`src/design/sct_pkg.sv`:
```
// ----------------------------------------------------------------------------
// sct_pkg: shared types and constants of the sine/cosine unit
// Word widths of the angle reduction and the series, and the bus that
// carries one item from one series term to the next.
// ----------------------------------------------------------------------------
package sct_pkg;

  localparam int ANGLE_W     = 32;
  localparam int ANGLE_SHIFT = 24;
  localparam int AW          = 60;
  localparam int FW          = 52;
  localparam int MW          = 32;
  localparam int XW          = 33;
  localparam int NW          = 34;
  localparam int SW          = 35;
  localparam int RECIP_SHIFT = 34;

  localparam logic signed [AW-1:0] PI_Q48      = 60'sh3243F6A8885A3;
  localparam logic signed [AW-1:0] TWO_PI_Q48  = 60'sh6487ED5110B46;
  localparam logic signed [AW-1:0] HALF_PI_Q48 = 60'sh1921FB54442D2;

  typedef struct packed {
    logic                 valid;
    logic                 neg;
    logic [MW-1:0]        t;
    logic [XW-1:0]        x2;
    logic signed [SW-1:0] sum;
  } term_bus_t;

endpackage

```
`src/design/sct_term.sv`:
```
// ----------------------------------------------------------------------------
// sct_term: one term of the odd Taylor series
// Multiplies the running term by x^2, divides by (n+1)(n+2) with rounding
// through a reciprocal multiply and one correction, and adds or subtracts it.
// ----------------------------------------------------------------------------
module sct_term import sct_pkg::*; #(
  parameter int TERM_INDEX = 1
) (
  input  logic      clk,
  input  logic      rst,
  input  logic      en,
  input  term_bus_t din,
  output term_bus_t dout
);

  localparam int PW = MW + XW;
  localparam int D  = (2 * TERM_INDEX) * (2 * TERM_INDEX + 1);
  localparam int DW = $clog2(D + 1);
  localparam logic [DW-1:0] DIVISOR = DW'(D);
  localparam logic [NW-1:0] HALF_D  = NW'(D / 2);
  localparam logic [MW-1:0] RECIP   = MW'((64'd1 << RECIP_SHIFT) / D);
  localparam bit SUBTRACT = (TERM_INDEX % 2) == 1;

  term_bus_t         b1, b2, b3, b4;
  term_bus_t         dout_next;
  logic [PW-1:0]     p1;
  logic [NW-1:0]     n2, n3;
  logic [NW+MW-1:0]  q3;
  logic [MW-1:0]     qe4;
  logic [NW-1:0]     rem4;

  logic [PW-1:0]     p_round;
  logic [NW-1:0]     n_calc;
  logic [MW-1:0]     qe_calc;
  logic [MW+DW-1:0]  qd_calc;
  logic [MW-1:0]     t_calc;

  assign p_round = p1 + PW'(64'd1 << 30);
  assign n_calc  = p_round[31 +: NW] + HALF_D;
  assign qe_calc = q3[RECIP_SHIFT +: MW];
  assign qd_calc = qe_calc * DIVISOR;
  assign t_calc  = qe4 + MW'(rem4 >= NW'(DIVISOR));

  always_comb begin
    dout_next   = b4;
    dout_next.t = t_calc;
    if (SUBTRACT) begin
      dout_next.sum = b4.sum - $signed({{(SW-MW){1'b0}}, t_calc});
    end else begin
      dout_next.sum = b4.sum + $signed({{(SW-MW){1'b0}}, t_calc});
    end
  end

  always_ff @(posedge clk) begin
    if (rst) begin
      b1.valid   <= 1'b0;
      b2.valid   <= 1'b0;
      b3.valid   <= 1'b0;
      b4.valid   <= 1'b0;
      dout.valid <= 1'b0;
    end else if (en) begin
      b1   <= din;
      p1   <= din.t * din.x2;
      b2   <= b1;
      n2   <= n_calc;
      b3   <= b2;
      n3   <= n2;
      q3   <= n2 * RECIP;
      b4   <= b3;
      qe4  <= qe_calc;
      rem4 <= n3 - qd_calc[NW-1:0];
      dout <= dout_next;
    end
  end

endmodule

```
`config.mk`:
```
export PLATFORM = sky130hd
export DESIGN_NAME = sct_term
export DESIGN_NICKNAME = d
export VERILOG_FILES = /design/src/design/sct_pkg.sv /design/src/design/sct_term.sv
export SDC_FILE = /design/constraint.sdc
export NUM_CORES = 2
export LEC_CHECK = 0
export ABC_AREA = 1
export BUFFER_PORTS_ARGS = -buffer_cell sky130_fd_sc_hd__buf_2
export CAP_MARGIN = 20
export CORE_MARGIN = 1
export CORE_UTILIZATION = 55
export CTS_BUF_LIST = sky130_fd_sc_hd__clkbuf_8
export DETAILED_ROUTE_END_ITERATION = 12
export PLACE_DENSITY = 0.8
export SLEW_MARGIN = 10
export SYNTH_ARGS = -nofsm -noshare
export SYNTH_HDL_FRONTEND = slang
export SYNTH_SLANG_ARGS = --single-unit
```
`constraint.sdc`:
```
create_clock -name clk -period 38.8 [get_ports clk]
set_input_delay 5.82 -clock clk [delete_from_list [all_inputs] [get_ports clk]]
set_output_delay 5.82 -clock clk [all_outputs]
set_load 0.01 [all_outputs]
```
==> results.md <==
* Gp weighted congestion at 1.01
* Total gr overflow at 0
* Iter 0 DRT Violations at 5,538
* Worst setup EP type: flip-flop
* Fin nets at 11,100
* Share of cells above drive strength 1 at 0.0474
* Final HPWL DP at roughly 190,000 microns
* TritonCTS clock tree: yes
* Most common cell after layout, fill and taps aside: inv_1
* Post-CTS Setup Repair Bufs at 0
* EDFF count, synth at 576
* Vias per inst at 5.46
* Crit-path max FO at 33
* Startpoint class of the critical path: primary input
* Synth Register Bits at a little under 600
* Period utilisation layout at 0.321
* Post-synth net total at 11,000
* H-tree Lvls at 3
* Most frequent cells in the layout: 2,569 x inv_1, 1,847 x nand2_1, 1,314 x fa_1, 698 x ha_1, 576 x edfxtp_1
* PnR worst setup slack at around 26,000 ps
* Share of Yosys cell area claimed by the top area cell type at 0.333
* Core box area at about 140,000 sq um
* Cell variety after synth at between 50 and 60
* Num CTS Buffers at 101
* Total number of vias at about 60,000
* Actual slew at the worst max-slew pin at 1100 ps
* Clock sinks at around 580
* Placed Cells at 10,800
* Async set or reset register ratio after synthesis at 0
* Minimum clock period at around 12,000 ps
* Post-DP Area at around 80,000 sq um
* RSZ-0062 raised after global routing: no
* Final setup fails at 0
* Final Max Tran Viols at 0
* Clk pin slew, worst setup/hold paths at 60 ps
* I/O Buffers at 206
* CTS resizes at 0
* First-pass GRT wire length at 362,000 microns
* Reg-to-reg setup timing slack at roughly 31,000 ps
* Later-pin clock latency in the skew report at 900 ps
* Pre-CTS setup slack at 25,660 ps
* Initial Util at 0.556
* Number of max-cap violations at 0
* Top_reg_cell synth: edfxtp_1
* Crit path kind: in -> reg
* DRC Markers at 0
* Hold-fix buffers, CTS at 0
* Post-Syn Instances at between 8,000 and 9,000
* Initial antenna violation count at 10
* Worst EP arrival at 13,080 ps
* Final Non-Filler Cells at approximately 11,000
* Vias in the first global route at about 64,000
* Setup TNS at 0 ps
* Area leader, netlist: fa_1
* Row cnt at 138
* Area grow syn2layout at 6.08%
* Hold Path Class: reg -> reg
* Routed WL at 233,000 microns
* Status: complete, no violations
* Die Span Y at 381 microns
* Num ports at 207
* Root buf cell: clkbuf_8
* Synthesized area per cell at approximately 8.9 sq um
* Largest cells by area after synthesis: fa_1 33%, edfxtp_1 22%, inv_1 12%
* Post-route ant nets at 0
* Detailed-router iteration count before antenna repair at 6
* Die extent in x at 381 microns
* Hold Fails Final Rpt at 0
* Largest net degree at the start of global routing at roughly 180
* Full die area at about 150,000 sq um
* Tot GR Track Use at 0.329
* Headroom to the max-slew limit at 0.269
* Final Cell Area at 83,700 sq um
* Clk buf depth at 3
* Required time worst endpoint at between 30,000 and 40,000 ps
* WL/cell at roughly 21 microns
* Post-Synthesis Cell Area at 78,900 sq um
* Ys Warns at 0
* Final worst clock skew at 73.1 ps
* Max Freq at 80.3 MHz
* Share of the yosys chip area belonging to registers at 0.220
==> cell usage after synthesis, drive strengths merged, types with 3 or more instances <==
cell	n
o31ai	3
buf	9
fa	1314
a21boi	19
and2	4
a31oi	43
nor3b	3
nand3b	5
ha	698
edfxtp	576
nor2	513
nand4	52
xnor2	55
xor2	129
nor4	19
clkbuf	217
a211oi	4
dfxtp	5
o21bai	40
nand3	157
a221oi	5
a21oi	277
o211ai	13
o21a	18
inv	2558
a21o	43
or2	6
nor3	69
nand2	1865
o21ai	156
==> layer usage <==
layer	part of all wire	vias up	global-route usage
met2	0.45	3287	0.519
li1	-	26700	-
met4	0.043	4	0.131
met1	0.40	29300	0.443
met5	0.00011	-	0
met3	0.10	650	0.0696
==> state kept, by name, summed over array words and instances (netlist names) <==
name  count
qe4      32
n2       34
dout    102
n3       33
b3       70
q3       32
p1       35
b1       70
b4       70
rem4     33
b2       70
==> stage by stage <==
step	utilization	hold WS (ps)
floorplan	-	400
global placement	0.575	401
detailed placement	0.575	405
CTS	0.590	405
global route	0.590	413
finish	0.590	402
==> cell families (layout without fill, tap and decap cells) <==
| group | after synthesis | after routing | synth area share |
|---|---|---|---|
| buffers and inverters | 2784 | 2964 | 0.133 |
| AND/OR/NAND/NOR | 2695 | 2695 | 0.137 |
| adder cells (fa/ha/maj) | 2012 | 2012 | 0.444 |
| AO/OA/AOI/OAI | 628 | 628 | 0.0456 |
| flip-flops | 581 | 581 | 0.220 |
| XOR/XNOR | 184 | 184 | 0.0205 |
| other | 0 | 12 | 0 |
==> worst paths after layout <==
check | start | end | depth (start not counted)
worst max register to register | n2[19]$_DFFE_PP_ | q3[34]$_DFFE_PP_ | 20
worst max-delay path | din[46] | p1[56]$_DFFE_PP_ | 27
worst min-delay path | b2[36]$_DFFE_PP_ | b3[36]$_DFFE_PP_ | 0
worst min register to register | b2[36]$_DFFE_PP_ | b3[36]$_DFFE_PP_ | 0
==> final cells by class <==
cell class	instances	area, sq um
clock buffer	105	1450
multi-input combinational	5519	51100
timing repair buffer	223	1180
inverter	2558	9600
fill	12200	58200
clock inverter	78	621
tap	1890	2360
sequential	581	17400
antenna	12	30.0
==> critical path, cell delays in order <==
cell and delay (ps):
buf_2 630, nand2_1 130, inv_1 110, fa_1 430, fa_1 490, fa_1 520, inv_1 50, fa_1 490
inv_1 60, fa_1 500, inv_1 50, fa_1 610, inv_1 70, fa_1 480, inv_1 50, fa_1 530
inv_1 60, ha_1 360, nand2_1 90, nor2_1 160, inv_1 90, nor2_1 160, inv_1 70, o31ai_1 680
nand2_1 160, nand3_1 120, nand2_1 50
Power is left out: the tool's default activity adds up to more than one toggle a clock period on the data nets, which glitch-free logic cannot reach.
